===== src/rtl/core/pal_pkg.sv =====
// pal_pkg: shared types and constants of the page arena allocator
// holds beat payload structs, table entry type, alu and sequencer types
// no dependencies
package pal_pkg;

   localparam int ADDR_BITS        = 48;
   localparam int FREE_ENTRIES_DEF = 16;
   localparam int PAGE_BYTES_DEF   = 4096;
   localparam int CSR_INDEX_BITS   = 1;

   typedef logic [ADDR_BITS-1:0] addr_type;

   // request operations
   localparam logic [1:0] OP_ALLOC = 2'd0;
   localparam logic [1:0] OP_FREE  = 2'd1;
   localparam logic [1:0] OP_BREAK = 2'd2;

   // result status codes
   localparam logic [1:0] ST_OK     = 2'd0;
   localparam logic [1:0] ST_REJECT = 2'd1;
   localparam logic [1:0] ST_NOMEM  = 2'd2;
   localparam logic [1:0] ST_FULL   = 2'd3;

   // configuration register indexes
   localparam logic [CSR_INDEX_BITS-1:0] CSR_ARENA_START = 1'b0;
   localparam logic [CSR_INDEX_BITS-1:0] CSR_ARENA_END   = 1'b1;

   typedef struct packed {
      logic [1:0] operation;
      addr_type   address;
      addr_type   length;
      logic       anonymous;
   } req_type;

   typedef struct packed {
      logic [1:0] status;
      addr_type   result_address;
      logic       needs_zeroing;
   } rsp_type;

   typedef struct packed {
      addr_type base;
      addr_type size;
   } entry_type;

   typedef enum logic {
      ALU_ADD,
      ALU_SUB
   } alu_op_type;

   typedef struct packed {
      alu_op_type op;
      addr_type   a;
      addr_type   b;
   } alu_req_type;

   // carry is carry out on add, borrow on subtract
   typedef struct packed {
      logic     carry;
      addr_type value;
   } alu_rsp_type;

   typedef enum logic [4:0] {
      S_IDLE,
      S_DECODE,
      S_SCAN,
      S_SPLIT,
      S_DROP,
      S_BUMP1,
      S_BUMP2,
      S_BUMP3,
      S_BUMP4,
      S_BRK1,
      S_BRK2,
      S_FCHK,
      S_FSCAN,
      S_FDEC,
      S_FBOTH1,
      S_FBOTH2,
      S_FNEXT,
      S_FPREV,
      S_UPSH,
      S_FPUT,
      S_DONE
   } state_type;

endpackage


===== src/rtl/core/page_arena_allocator_core.sv =====
// page_arena_allocator_core: first-fit page allocator with a coalescing free table
// depends on pal_pkg and pal_alu
// Usage: one request beat gives exactly one response beat. An allocate is
// served from the free table, splitting a range or using one up; a miss
// falls through to the bump pointer. A free merges with one or both neighbor
// ranges or opens a table slot, and fails when the table is full and nothing
// merges. A request that fails its first checks goes straight to the response.
// Requests are served by one shared add/subtract unit and the free table
// memory with one read and one write port, walked one entry per cycle. The
// block takes a request only when its sequencer is idle; a finished response
// waits in an output register, so the next request may be taken while it is
// still unread. The free table has no reset and no clearing pass: only the
// first count entries are ever used.
module page_arena_allocator_core #(
   parameter int FREE_ENTRIES = pal_pkg::FREE_ENTRIES_DEF,
   parameter int PAGE_BYTES   = pal_pkg::PAGE_BYTES_DEF
) (
   input  logic                                clock,
   input  logic                                reset,
   // request channel
   input  logic                                req_valid,
   output logic                                req_ready,
   input  pal_pkg::req_type                    req_data,
   // response channel
   output logic                                rsp_valid,
   input  logic                                rsp_ready,
   output pal_pkg::rsp_type                    rsp_data,
   // configuration write port
   input  logic                                csr_we,
   input  logic [pal_pkg::CSR_INDEX_BITS-1:0]  csr_index,
   input  pal_pkg::addr_type                   csr_wdata
);
   import pal_pkg::*;

   localparam int CW = $clog2(FREE_ENTRIES + 1);   // count and walk index width
   localparam int IW = $clog2(FREE_ENTRIES);       // table address width
   localparam logic [CW-1:0] FULL_COUNT = CW'(FREE_ENTRIES);
   localparam logic [CW-1:0] ONE        = CW'(1);
   localparam logic [CW-1:0] TWO        = CW'(2);
   localparam addr_type      PAGE_SLACK = addr_type'(PAGE_BYTES - 1);

   // sequencer and architectural state
   state_type        state_ff, state_in;
   addr_type         start_ff, start_in;
   addr_type         end_ff, end_in;
   addr_type         bump_ff, bump_in;
   logic             started_ff, started_in;
   logic [CW-1:0]    cnt_ff, cnt_in;

   // per-request working registers
   logic [CW-1:0]    idx_ff, idx_in;       // table walk position
   logic [CW-1:0]    sh_ff, sh_in;         // entry being moved
   logic [1:0]       op_ff, op_in;
   addr_type         addr_ff, addr_in;
   addr_type         len_ff, len_in;       // raw length, then page-rounded size
   logic             anon_ff, anon_in;
   addr_type         tmp_ff, tmp_in;       // remainder / partial sum
   logic [ADDR_BITS:0] span_ff, span_in;   // end of the freed range, may reach 2^ADDR_BITS
   entry_type        prev_ff, prev_in;     // last entry below the freed range
   entry_type        cur_ff, cur_in;       // first entry at or above the freed range
   logic [1:0]       res_status_ff, res_status_in;
   addr_type         res_addr_ff, res_addr_in;
   logic             res_zero_ff, res_zero_in;

   // output register
   logic             rsp_valid_ff, rsp_valid_in;
   rsp_type          rsp_data_ff, rsp_data_in;
   logic             rsp_load;

   // free table memory
   entry_type        table_mem [FREE_ENTRIES];
   entry_type        rd_data_ff;
   logic [CW-1:0]    rd_idx;
   logic             mem_we;
   logic [CW-1:0]    mem_widx;
   entry_type        mem_wdata;

   // shared arithmetic
   alu_req_type      alu_req;
   alu_rsp_type      alu_rsp;

   // helper terms
   logic [CW-1:0]    idx_next;
   logic [CW-1:0]    idx_prev;
   logic [CW-1:0]    sh_plus2;
   logic             last_scan;
   addr_type         bump_eff;
   addr_type         rounded;
   logic             join_next;
   logic             join_prev;
   logic             range_wraps;

   pal_alu u_alu (
      .alu_req (alu_req),
      .alu_rsp (alu_rsp)
   );

   assign idx_next    = idx_ff + ONE;
   assign idx_prev    = idx_ff - ONE;
   assign sh_plus2    = sh_ff + TWO;
   assign last_scan   = (idx_next == cnt_ff);
   // first bump or break loads the pointer from the arena start
   assign bump_eff    = started_ff ? bump_ff : start_ff;
   assign rounded     = alu_rsp.value & ~PAGE_SLACK;
   // freed range may end exactly at the top of the address space, not past it
   assign range_wraps = alu_rsp.carry && (alu_rsp.value != '0);
   // neighbor tests, valid in S_FDEC only
   assign join_next   = (idx_ff != cnt_ff) && (span_ff == {1'b0, cur_ff.base});
   assign join_prev   = (idx_ff != '0) && !alu_rsp.carry && (alu_rsp.value == addr_ff);

   assign req_ready = (state_ff == S_IDLE);
   assign rsp_valid = rsp_valid_ff;
   assign rsp_data  = rsp_data_ff;

   // configuration decode
   always_comb begin
      start_in = start_ff;
      end_in   = end_ff;
      if (csr_we) begin
         unique case (csr_index)
            CSR_ARENA_START: start_in = csr_wdata;
            CSR_ARENA_END:   end_in   = csr_wdata;
            default: ;
         endcase
      end
   end

   // operand select for the shared unit, by state only
   always_comb begin
      alu_req = '{op: ALU_ADD, a: '0, b: '0};
      unique case (state_ff)
         S_DECODE: alu_req = '{op: ALU_ADD, a: len_ff,          b: PAGE_SLACK};
         S_SCAN:   alu_req = '{op: ALU_SUB, a: rd_data_ff.size, b: len_ff};
         S_SPLIT:  alu_req = '{op: ALU_ADD, a: res_addr_ff,     b: len_ff};
         S_BUMP1:  alu_req = '{op: ALU_ADD, a: bump_eff,        b: PAGE_SLACK};
         S_BUMP2:  alu_req = '{op: ALU_SUB, a: end_ff,          b: res_addr_ff};
         S_BUMP3:  alu_req = '{op: ALU_SUB, a: tmp_ff,          b: len_ff};
         S_BUMP4:  alu_req = '{op: ALU_ADD, a: res_addr_ff,     b: len_ff};
         S_BRK1:   alu_req = '{op: ALU_SUB, a: addr_ff,         b: start_ff};
         S_BRK2:   alu_req = '{op: ALU_SUB, a: end_ff,          b: addr_ff};
         S_FCHK:   alu_req = '{op: ALU_ADD, a: addr_ff,         b: len_ff};
         S_FSCAN:  alu_req = '{op: ALU_SUB, a: rd_data_ff.base, b: addr_ff};
         S_FDEC:   alu_req = '{op: ALU_ADD, a: prev_ff.base,    b: prev_ff.size};
         S_FBOTH1: alu_req = '{op: ALU_ADD, a: prev_ff.size,    b: len_ff};
         S_FBOTH2: alu_req = '{op: ALU_ADD, a: tmp_ff,          b: cur_ff.size};
         S_FNEXT:  alu_req = '{op: ALU_ADD, a: cur_ff.size,     b: len_ff};
         S_FPREV:  alu_req = '{op: ALU_ADD, a: prev_ff.size,    b: len_ff};
         default:  ;
      endcase
   end

   // next state
   always_comb begin
      state_in = state_ff;
      unique case (state_ff)
         S_IDLE: begin
            if (req_valid) state_in = S_DECODE;
         end
         S_DECODE: begin
            unique case (op_ff)
               OP_ALLOC: begin
                  if (!anon_ff || len_ff == '0 || alu_rsp.carry) state_in = S_DONE;
                  else if (cnt_ff == '0)                         state_in = S_BUMP1;
                  else                                           state_in = S_SCAN;
               end
               OP_FREE: begin
                  if (addr_ff == '0 || len_ff == '0 || alu_rsp.carry) state_in = S_DONE;
                  else                                                 state_in = S_FCHK;
               end
               OP_BREAK: state_in = S_BRK1;
               default:  state_in = S_DONE;
            endcase
         end
         S_SCAN: begin
            if (!alu_rsp.carry) begin
               if (alu_rsp.value != '0)     state_in = S_SPLIT;
               else if (idx_next < cnt_ff)  state_in = S_DROP;
               else                         state_in = S_DONE;
            end else if (last_scan) begin
               state_in = S_BUMP1;
            end
         end
         S_SPLIT: state_in = S_DONE;
         S_DROP: begin
            if (!(sh_plus2 < cnt_ff)) state_in = S_DONE;
         end
         S_BUMP1: state_in = alu_rsp.carry ? S_DONE : S_BUMP2;
         S_BUMP2: state_in = alu_rsp.carry ? S_DONE : S_BUMP3;
         S_BUMP3: state_in = alu_rsp.carry ? S_DONE : S_BUMP4;
         S_BUMP4: state_in = S_DONE;
         S_BRK1:  state_in = alu_rsp.carry ? S_DONE : S_BRK2;
         S_BRK2:  state_in = S_DONE;
         S_FCHK: begin
            if (range_wraps)        state_in = S_DONE;
            else if (cnt_ff == '0)  state_in = S_FDEC;
            else                    state_in = S_FSCAN;
         end
         S_FSCAN: begin
            if (!alu_rsp.carry || last_scan) state_in = S_FDEC;
         end
         S_FDEC: begin
            if (join_next && join_prev)    state_in = S_FBOTH1;
            else if (join_next)            state_in = S_FNEXT;
            else if (join_prev)            state_in = S_FPREV;
            else if (cnt_ff == FULL_COUNT) state_in = S_DONE;
            else if (idx_ff == cnt_ff)     state_in = S_FPUT;
            else                           state_in = S_UPSH;
         end
         S_FBOTH1: state_in = S_FBOTH2;
         S_FBOTH2: state_in = (idx_next < cnt_ff) ? S_DROP : S_DONE;
         S_FNEXT:  state_in = S_DONE;
         S_FPREV:  state_in = S_DONE;
         S_UPSH: begin
            if (!(sh_ff > idx_next)) state_in = S_FPUT;
         end
         S_FPUT: state_in = S_DONE;
         S_DONE: begin
            if (!rsp_valid_ff || rsp_ready) state_in = S_IDLE;
         end
         default: state_in = S_IDLE;
      endcase
   end

   // datapath, table ports and bookkeeping
   always_comb begin
      idx_in        = idx_ff;
      sh_in         = sh_ff;
      cnt_in        = cnt_ff;
      bump_in       = bump_ff;
      started_in    = started_ff;
      op_in         = op_ff;
      addr_in       = addr_ff;
      len_in        = len_ff;
      anon_in       = anon_ff;
      tmp_in        = tmp_ff;
      span_in       = span_ff;
      prev_in       = prev_ff;
      cur_in        = cur_ff;
      res_status_in = res_status_ff;
      res_addr_in   = res_addr_ff;
      res_zero_in   = res_zero_ff;
      rd_idx        = '0;
      mem_we        = 1'b0;
      mem_widx      = '0;
      mem_wdata     = '0;
      unique case (state_ff)
         S_IDLE: begin
            if (req_valid) begin
               op_in         = req_data.operation;
               addr_in       = req_data.address;
               len_in        = req_data.length;
               anon_in       = req_data.anonymous;
               res_status_in = ST_OK;
               res_addr_in   = '0;
               res_zero_in   = 1'b0;
               idx_in        = '0;
            end
         end
         S_DECODE: begin
            unique case (op_ff)
               OP_ALLOC: begin
                  if (!anon_ff || len_ff == '0) res_status_in = ST_REJECT;
                  else if (alu_rsp.carry)       res_status_in = ST_NOMEM;
                  else                          len_in = rounded;
               end
               OP_FREE: begin
                  if (addr_ff == '0 || len_ff == '0) res_status_in = ST_OK;
                  else if (alu_rsp.carry)            res_status_in = ST_REJECT;
                  else                               len_in = rounded;
               end
               OP_BREAK: ;
               default:  res_status_in = ST_REJECT;
            endcase
         end
         S_SCAN: begin
            // prefetch the next entry; also the first move of a drop
            rd_idx = idx_next;
            if (!alu_rsp.carry) begin
               res_addr_in = rd_data_ff.base;
               res_zero_in = 1'b1;
               tmp_in      = alu_rsp.value;
               sh_in       = idx_ff;
               if (alu_rsp.value == '0 && last_scan) cnt_in = cnt_ff - ONE;
            end else begin
               idx_in = idx_next;
            end
         end
         S_SPLIT: begin
            mem_we    = 1'b1;
            mem_widx  = idx_ff;
            mem_wdata = '{base: alu_rsp.value, size: tmp_ff};
         end
         S_DROP: begin
            // close the gap: entry sh takes entry sh+1
            mem_we    = 1'b1;
            mem_widx  = sh_ff;
            mem_wdata = rd_data_ff;
            rd_idx    = sh_plus2;
            sh_in     = sh_ff + ONE;
            if (!(sh_plus2 < cnt_ff)) cnt_in = cnt_ff - ONE;
         end
         S_BUMP1: begin
            started_in = 1'b1;
            bump_in    = bump_eff;
            if (alu_rsp.carry) res_status_in = ST_NOMEM;
            else               res_addr_in   = rounded;
         end
         S_BUMP2: begin
            // aligned pointer already past the arena end
            if (alu_rsp.carry) begin
               res_status_in = ST_NOMEM;
               res_addr_in   = '0;
            end else begin
               tmp_in = alu_rsp.value;
            end
         end
         S_BUMP3: begin
            if (alu_rsp.carry) begin
               res_status_in = ST_NOMEM;
               res_addr_in   = '0;
            end
         end
         S_BUMP4: begin
            bump_in       = alu_rsp.value;
            res_status_in = ST_OK;
         end
         S_BRK1: begin
            started_in    = 1'b1;
            bump_in       = bump_eff;
            res_status_in = ST_OK;
            res_addr_in   = bump_eff;
         end
         S_BRK2: begin
            if (!alu_rsp.carry) begin
               bump_in     = addr_ff;
               res_addr_in = addr_ff;
            end
         end
         S_FCHK: begin
            span_in = {alu_rsp.carry, alu_rsp.value};
            idx_in  = '0;
            rd_idx  = '0;
            if (range_wraps) res_status_in = ST_REJECT;
         end
         S_FSCAN: begin
            rd_idx = idx_next;
            if (alu_rsp.carry) begin
               prev_in = rd_data_ff;
               idx_in  = idx_next;
            end else begin
               cur_in = rd_data_ff;
            end
         end
         S_FDEC: begin
            // fetch the top entry in case the table must open a slot
            rd_idx = cnt_ff - ONE;
            sh_in  = cnt_ff;
            if (!join_next && !join_prev && cnt_ff == FULL_COUNT) res_status_in = ST_FULL;
         end
         S_FBOTH1: begin
            tmp_in = alu_rsp.value;
         end
         S_FBOTH2: begin
            mem_we    = 1'b1;
            mem_widx  = idx_prev;
            mem_wdata = '{base: prev_ff.base, size: alu_rsp.value};
            rd_idx    = idx_next;
            sh_in     = idx_ff;
            if (last_scan) cnt_in = cnt_ff - ONE;
         end
         S_FNEXT: begin
            mem_we    = 1'b1;
            mem_widx  = idx_ff;
            mem_wdata = '{base: addr_ff, size: alu_rsp.value};
         end
         S_FPREV: begin
            mem_we    = 1'b1;
            mem_widx  = idx_prev;
            mem_wdata = '{base: prev_ff.base, size: alu_rsp.value};
         end
         S_UPSH: begin
            // open a slot: entry sh takes entry sh-1
            mem_we    = 1'b1;
            mem_widx  = sh_ff;
            mem_wdata = rd_data_ff;
            rd_idx    = sh_ff - TWO;
            sh_in     = sh_ff - ONE;
         end
         S_FPUT: begin
            mem_we    = 1'b1;
            mem_widx  = idx_ff;
            mem_wdata = '{base: addr_ff, size: len_ff};
            cnt_in    = cnt_ff + ONE;
         end
         S_DONE: ;
         default: ;
      endcase
   end

   // output register: loads when empty or being drained
   assign rsp_load     = (state_ff == S_DONE) && (!rsp_valid_ff || rsp_ready);
   assign rsp_valid_in = rsp_load || (rsp_valid_ff && !rsp_ready);
   assign rsp_data_in  = rsp_load ? rsp_type'{status:         res_status_ff,
                                              result_address: res_addr_ff,
                                              needs_zeroing:  res_zero_ff}
                                  : rsp_data_ff;

   // control state
   always_ff @(posedge clock) begin
      if (reset) begin
         state_ff     <= S_IDLE;
         start_ff     <= '0;
         end_ff       <= '0;
         bump_ff      <= '0;
         started_ff   <= 1'b0;
         cnt_ff       <= '0;
         rsp_valid_ff <= 1'b0;
      end else begin
         state_ff     <= state_in;
         start_ff     <= start_in;
         end_ff       <= end_in;
         bump_ff      <= bump_in;
         started_ff   <= started_in;
         cnt_ff       <= cnt_in;
         rsp_valid_ff <= rsp_valid_in;
      end
   end

   // working registers
   always_ff @(posedge clock) begin
      idx_ff        <= idx_in;
      sh_ff         <= sh_in;
      op_ff         <= op_in;
      addr_ff       <= addr_in;
      len_ff        <= len_in;
      anon_ff       <= anon_in;
      tmp_ff        <= tmp_in;
      span_ff       <= span_in;
      prev_ff       <= prev_in;
      cur_ff        <= cur_in;
      res_status_ff <= res_status_in;
      res_addr_ff   <= res_addr_in;
      res_zero_ff   <= res_zero_in;
      rsp_data_ff   <= rsp_data_in;
   end

   // free table: one write, one registered read per cycle
   always_ff @(posedge clock) begin
      if (mem_we) table_mem[mem_widx[IW-1:0]] <= mem_wdata;
      rd_data_ff <= table_mem[rd_idx[IW-1:0]];
   end

endmodule


===== src/rtl/core/pal_alu.sv =====
// pal_alu: shared add / subtract unit of the allocator sequencer
// depends on pal_pkg
module pal_alu (
   input  pal_pkg::alu_req_type alu_req,
   output pal_pkg::alu_rsp_type alu_rsp
);
   import pal_pkg::*;

   logic [ADDR_BITS:0] result;

   always_comb begin
      unique case (alu_req.op)
         ALU_ADD: result = {1'b0, alu_req.a} + {1'b0, alu_req.b};
         ALU_SUB: result = {1'b0, alu_req.a} - {1'b0, alu_req.b};
         default: result = '0;
      endcase
      alu_rsp.carry = result[ADDR_BITS];
      alu_rsp.value = result[ADDR_BITS-1:0];
   end

endmodule


===== config.mk =====
export PLATFORM = sky130hd
export DESIGN_NAME = page_arena_allocator_core
export DESIGN_NICKNAME = d
export VERILOG_FILES = /design/src/rtl/core/pal_pkg.sv /design/src/rtl/core/page_arena_allocator_core.sv /design/src/rtl/core/pal_alu.sv
export SDC_FILE = /design/constraint.sdc
export NUM_CORES = 2
export LEC_CHECK = 0
export ABC_AREA = 1
export BUFFER_PORTS_ARGS = -buffer_cell sky130_fd_sc_hd__buf_4
export CELL_PAD_IN_SITES_DETAIL_PLACEMENT = 1
export CELL_PAD_IN_SITES_GLOBAL_PLACEMENT = 2
export CORE_AREA = 5 5 505 507
export DETAILED_ROUTE_END_ITERATION = 8
export DIE_AREA = 0 0 510 512
export PLACE_DENSITY_LB_ADDON = 0.1
export SYNTH_ARGS = -nofsm -noshare
export SYNTH_HDL_FRONTEND = slang
export SYNTH_SLANG_ARGS = --single-unit

===== constraint.sdc =====
create_clock -name clock -period 14 [get_ports clock]
set_input_delay 0 -clock clock [delete_from_list [all_inputs] [get_ports clock]]
set_output_delay 0 -clock clock [all_outputs]
set_load 0.01 [all_outputs]

Yosys cells after proc, flatten, opt, wreduce, memory -nomap -nowiden
Memories as Yosys holds them, arrays and structs flattened. A register that Yosys moved wholly into a read port is not among the register bits.
Cells that the tools add are included.
{ "totals": {"reg_bits": 656, "mem_bits_rw": 1536, "input_bits": 153, "output_inout_bits": 53, "elab_cells": 231, "mem_count": 1} }
{ "classes": {"add_sub_neg": 10, "n_lt_le_gt_ge": 3, "eq_ne": 49, "mux": 71, "bitwise": 3, "n_reduce_logical": 69} }
{ "mem_list": {"columns": ["memory", "words", "word_bits", "rd", "rd_ports_with_merged_regs", "wr", "line", "rtl"], "rows": [
  ["table_mem", 16, 96, 1, 1, 1, "page_arena_allocator_core.sv:71", "entry_type table_mem [FREE_ENTRIES];"]
]} }
{ "ops": {"columns": ["op", "n"], "rows": [
  ["case mux 97 bit (14 select lines)", 1],
  ["two-way mux 48 bit", 11],
  ["case mux 96 bit (5 select lines)", 1],
  ["case mux 48 bit (2 select lines)", 3],
  ["case mux 48 bit (6 select lines)", 1],
  ["logical NOT 48 bit", 3],
  ["case mux 48 bit (3 select lines)", 1],
  ["two-way mux 5 bit", 24],
  ["case mux 49 bit (2 select lines)", 1],
  ["case mux 5 bit (16 select lines)", 1],
  ["adder 48 x 48 -> 49 bit", 1],
  ["equality test 49 x 48 -> 1 bit", 1],
  ["subtractor 48 x 48 -> 49 bit", 1],
  ["equality test 48 bit", 1],
  ["nonzero test 48 bit", 1],
  ["equality test 5 x 4 -> 1 bit (second input constant)", 8],
  ["equality test 5 bit (second input constant)", 6],
  ["case mux 5 bit (3 select lines)", 2],
  ["inequality test 2 bit (second input constant)", 13],
  ["case mux 5 bit (5 select lines)", 1],
  ["equality test 5 x 3 -> 1 bit (second input constant)", 4],
  ["case mux 5 bit (4 select lines)", 1],
  ["AND reduction 6 bit", 3],
  ["OR reduction 2 bit", 9],
  ["other kinds (42)", 106]
]} }

Longest topological paths before layout
{ "depth": {"depth_word": 13, "depth_mapped": 49, "ltp_nobuf": 47} }

By module
Synthesis repeated with hierarchy kept, for this count alone.
{ "hier_totals": {"hier_cells": 10190, "hier_area_um2": 104691.7} }
{ "modules_own_cells": {"columns": ["module", "instances", "cells_each", "area_each_um2", "seq_area_each_um2"], "rows": [
  ["page_arena_allocator_core", 1, 8877, 98599.6, 66183.5],
  ["pal_alu", 1, 1313, 6092.1, 0.0]
]} }

Worst setup path after synthesis
No wires, ideal clock.
{ "synth_path": {"path_type": "register to register", "startpoint": "register state_ff[2]", "endpoint": "memory table_mem[0][0] (netlist name), enable pin", "setup_ps": 723, "arrival_time_ps": 9311, "t_required_ps": 13277, "slack_ps": 3966, "stages_incl_launch_ff": 7, "n_path_buf": 1, "period_less_slack_ps": 10034, "cell_sequence": "dfxtp_1 nor2_2 nand2_1 nor2_1 nor2_1 clkbuf_1 a311oi_1"} }
{ "synth_between": {"elab_chain_len": 5, "elab_cells_between_ends": 15, "classes_between": "eq/ne: 7; mux: 4; reduce/logical: 4"} }
{ "synth_rtl": {"columns": ["element", "line", "rtl"], "rows": [
  ["start, declared", "page_arena_allocator_core.sv:43", "state_type state_ff, state_in;"],
  ["start signal, assigned", "page_arena_allocator_core.sv:419", "state_ff <= state_in;"],
  ["equality test 5 x 4 -> 1 bit (tied with other cells)", "page_arena_allocator_core.sv:246", "unique case (state_ff)"],
  ["OR reduction 7 bit (no line)", null, null],
  ["two-way mux 1 bit", "page_arena_allocator_core.sv:246", null],
  ["two-way mux 1 bit", "page_arena_allocator_core.sv:449", "if (mem_we) table_mem[mem_widx[IW-1:0]] <= mem_wdata;"],
  ["two-way mux 1 bit (not written as such)", "page_arena_allocator_core.sv:449", null],
  ["end, declared", "page_arena_allocator_core.sv:71", null]
]} }
Parallel ways exist; a longest one is shown, timed or not.

Worst setup path after layout
{ "layout_path": {"startpoint": "register state_ff[4]", "endpoint": "register bump_ff[42]"} }
{ "layout_between": {"elab_chain_len": 7, "elab_cells_between_ends": 28, "classes_between": "add/sub: 2; eq/ne: 17; mux: 3; bitwise: 1; reduce/logical: 5"} }
{ "layout_rtl": {"columns": ["element", "line", "rtl"], "rows": [
  ["equality test 5 bit (tied with other cells)", "page_arena_allocator_core.sv:131", "unique case (state_ff)"],
  ["OR reduction 2 bit (no line)", null, null],
  ["case mux 97 bit (14 select lines)", "page_arena_allocator_core.sv:131", null],
  ["subtractor 48 x 48 -> 49 bit (tied with other cells)", "pal_alu.sv:14", "ALU_SUB: result = {1'b0, alu_req.a} - {1'b0, alu_req.b};"],
  ["case mux 49 bit (2 select lines)", "pal_alu.sv:12", "unique case (alu_req.op)"],
  ["inequality test 2 bit (no line)", null, null],
  ["AND reduction 2 bit (no line)", null, null],
  ["end signal, assigned", "page_arena_allocator_core.sv:422", "bump_ff <= bump_in;"],
  ["end, declared", "page_arena_allocator_core.sv:46", "addr_type bump_ff, bump_in;"]
]} }
Parallel ways exist; a longest one is shown, timed or not.
A chain may end at the register's enable or synchronous reset.

==> summary.md <==
| Metric | Value |
|---|---|
| # DRC | 0 |
| Detail Route Antenna Nets | 0 |
| Vias in the first global route | 82,300 |
| CTS max path bufs | 4 |
| Setup CP Type | register to register |
| Layout cells sized above 1 | 8.70% |
| Clock transition at the registers of the reported paths | 70 ps |
| Max transition margin | 8.95% |
| Min cycle time layout | 9960 ps |
| Sink Count | 2,288 |
| Die width | 510 µm |
| Gate Count Post-Synth | 10,100 |
| Post-synth EDFFs | 2,036 |
| Die Area | 0.261 mm² |
| Pint | 16,900 µW |
| Maxcap violations | 0 |
| Period utilization | 71.2% |
| Post-CTS Resized | 0 |
| Unrepaired setup endpoints after global routing | no |
| CP bufs+invs | 11 |
| DRT Pass-1 Iters | 8 |
| WL/cell | 32.4 µm |
| CP Capture Type | register |
| Clk_lat worst skew | 970 ps |
| GRT overflow | 0 |
| Gate power share | 44.2% |
| Ys Warns | 0 |
| Switching Fraction | 46.9% |
| Gp weighted congestion | 0.997 |
| Synth Flop Type | edfxtp_1 |
| NetSw | 15,000 µW |
| # setup viols final | 0 |
| Worst vdd ir | 0.230 mV |
| Nets@finish | 10,800 |
| Clock share of power | 21.6% |
| Placement Setup Slack | 4440 ps |
| Setup tns final | 0 ps |
| Max Slew Vio Count | 0 |
| Clk_skew | 96.9 ps |
| Detail Placement HPWL | 306,000 µm |
| Syn Area/Cell | 10.3 µm² |
| Most frequent cells in the layout | edfxtp_1 (2,036), nand2_1 (1,756), inv_1 (1,420), o21ai_0 (804), nand3_1 (631) |
| Min-Delay Path Class | primary input to register |
| Total track usage | 34.1% |
| Most common cell after layout, fill and taps aside | edfxtp_1 |
| Hold slack | 40.0 ps |
| Post-layout util | 48.6% |
| Core Area | 0.250 mm² |
| Status | completed |
| Num ports | 206 |
| Routed WL | 458,000 µm |
| Via/cell ratio | 5.94 |
| Crit-path most repeated cell | nand2_1 |
| H-tree Lvls | 5 |
| CTS Buf Count | 275 |
| CTS tree | built |
| # rows | 184 |
| CP max-delay cell | clkinv_1 |
| Final hold violations | 0 |
| Worst path top cell family by delay | simple AND/OR/NAND/NOR gates |
| FF+latch count, synth | 2,288 |
| Area delta synth->final | 16.4% |
| Starting DRT DRC Count | 10,000 |
| Final worst setup slack | 4040 ps |
| Post-Syn Area | 0.104 mm² |
| LEAKAGE | 0.0470 µW |
| Initial Utilization | 41.7% |
| Flop pwr share | 34.2% |
| R2r setup slk | 4040 ps |
| Data arrival, critical path | 10,700 ps |
| Slew @ Worst Pin | 1360 ps |
| First-pass GRT wire length | 631,000 µm |
| Largest fanout on the critical path | 39 |
| Worst Path Required | 14,730 ps |
| Mapped Nets | 10,300 |
| Worst path max stage delay | 680 ps |
| Die Y | 512 µm |
| I/O Buffers | 205 |
| CTS Root Cell | clkbuf_16 |
| Seq/Total Area, Yosys | 63.5% |
| P per Cell Area | 262 mW/mm² |
| Via count | 83,800 |
| Fmax | 100 MHz |
| Startpoint Class | register |
| Asr flop ratio synth | 0% |
| Synth cell types | 68 |
| Largest net degree at the start of global routing | 201 |
| Initial antenna violation count | 32 |
-- cells in the mapped netlist, types with 14 or more instances --
master     number  area [µm²]
edfxtp_1     2036       61100
nand2_1      1761        6610
inv_1        1428        5360
o21ai_0       808        4040
nand3_1       631        3160
a21oi_1       606        3030
nor2_1        591        2220
o211ai_1      396        2970
clkbuf_1      372        1400
dfxtp_1       252        5040
o22ai_1       111         694
mux2i_1       101        1010
a221oi_1       86         753
buf_2          78         390
ha_1           75         938
nand4_1        75         469
xor2_1         66         578
buf_1          65         244
o2111ai_1      65         569
a22oi_1        45         338
nor3_1         43         215
o21ai_1        37         185
o221ai_1       32         280
a2111oi_0      27         236
nor4_1         27         169
nand3b_1       25         188
a31oi_1        23         144
a211oi_1       22         165
a221o_1        22         220
nor2_2         21         131
xnor2_1        18         158
or2_2          15        93.8
inv_2          14        52.6
-- final cells by class --
cell class / count / area, µm²
fill: 27100 / 129000
sequential: 2288 / 66200
multi-input combinational: 5816 / 30800
clock buffer: 387 / 7730
timing repair buffer: 710 / 6160
inverter: 1454 / 5490
tap: 3348 / 4190
clock inverter: 91 / 761
antenna: 27 / 67.6
-- metrics by stage --
step	total power (µW)	cell area (µm²)	instances
6_report	31900	121000	14100
5_1_grt	32900	121000	14100
4_1_cts	31500	121000	14100
3_5_place_dp	24500	110000	13300
3_3_place_gp	24300	110000	13300
2_1_floorplan	17700	104000	10100
-- final timing paths --
path | from | to | cells after the start
setup / recovery | state_ff[4] | bump_ff[42] | 34
hold / removal | csr_wdata[32] | end_ff[32] | 4
setup reg to reg | state_ff[4] | bump_ff[42] | 34
hold reg to reg | res_zero_ff | rsp_data[0] | 0
-- state kept, by name, indices dropped and copies added, names as in the netlist, 48 cells and up --
register and cells:
addr_ff 48, bump_ff 48, cur_ff 96, end_ff 48, len_ff 48, prev_ff 96, rd_data_ff 96, res_addr_ff 48
rsp_data 51, span_ff 49, start_ff 48, table_mem 1536, tmp_ff 48
-- kinds of logic after synthesis --
logic type      synth area share, %
compound gates                 13.4
xor+xnor                      0.770
fa+ha+maj                     0.938
buf+inv                        7.37
flops                          63.5
mux                           0.969
simple gates                   13.1
-- power groups by stage --
stage | combinational, µW | sequential, µW | clock [µW]
final | 14100 | 10900 | 6870
after floorplan | 7340 | 10400 | 0
after CTS | 13700 | 10800 | 6980
after detailed placement | 13500 | 10900 | 0
after global placement | 13400 | 10900 | 0
after global routing | 14800 | 10900 | 7280
-- per-layer routing --
metal / track usage [%] / part of all wire (%) / up-vias / wire length, µm
li1: - / - / 36200 / -
met1: 48.9 / 43 / 42800 / 198000
met2: 51.0 / 43 / 4015 / 199000
met3: 6.90 / 8.9 / 794 / 40600
met4: 12.9 / 4.4 / 8 / 20200
met5: 0 / 0.012 / - / 54
-- timing repair --
item                      in CTS  in global routing
hold buffers                 295                  0
buffers inserted               0                  0
hold endpoints to repair     258                  0
-- tightest hold or removal path, cell delays in order --
cell	delay, ps
dlygate4sd3_1	600
buf_4	130
o21ai_0	80
a21oi_1	110
Note: power is estimated with default switching activity, not from simulation.
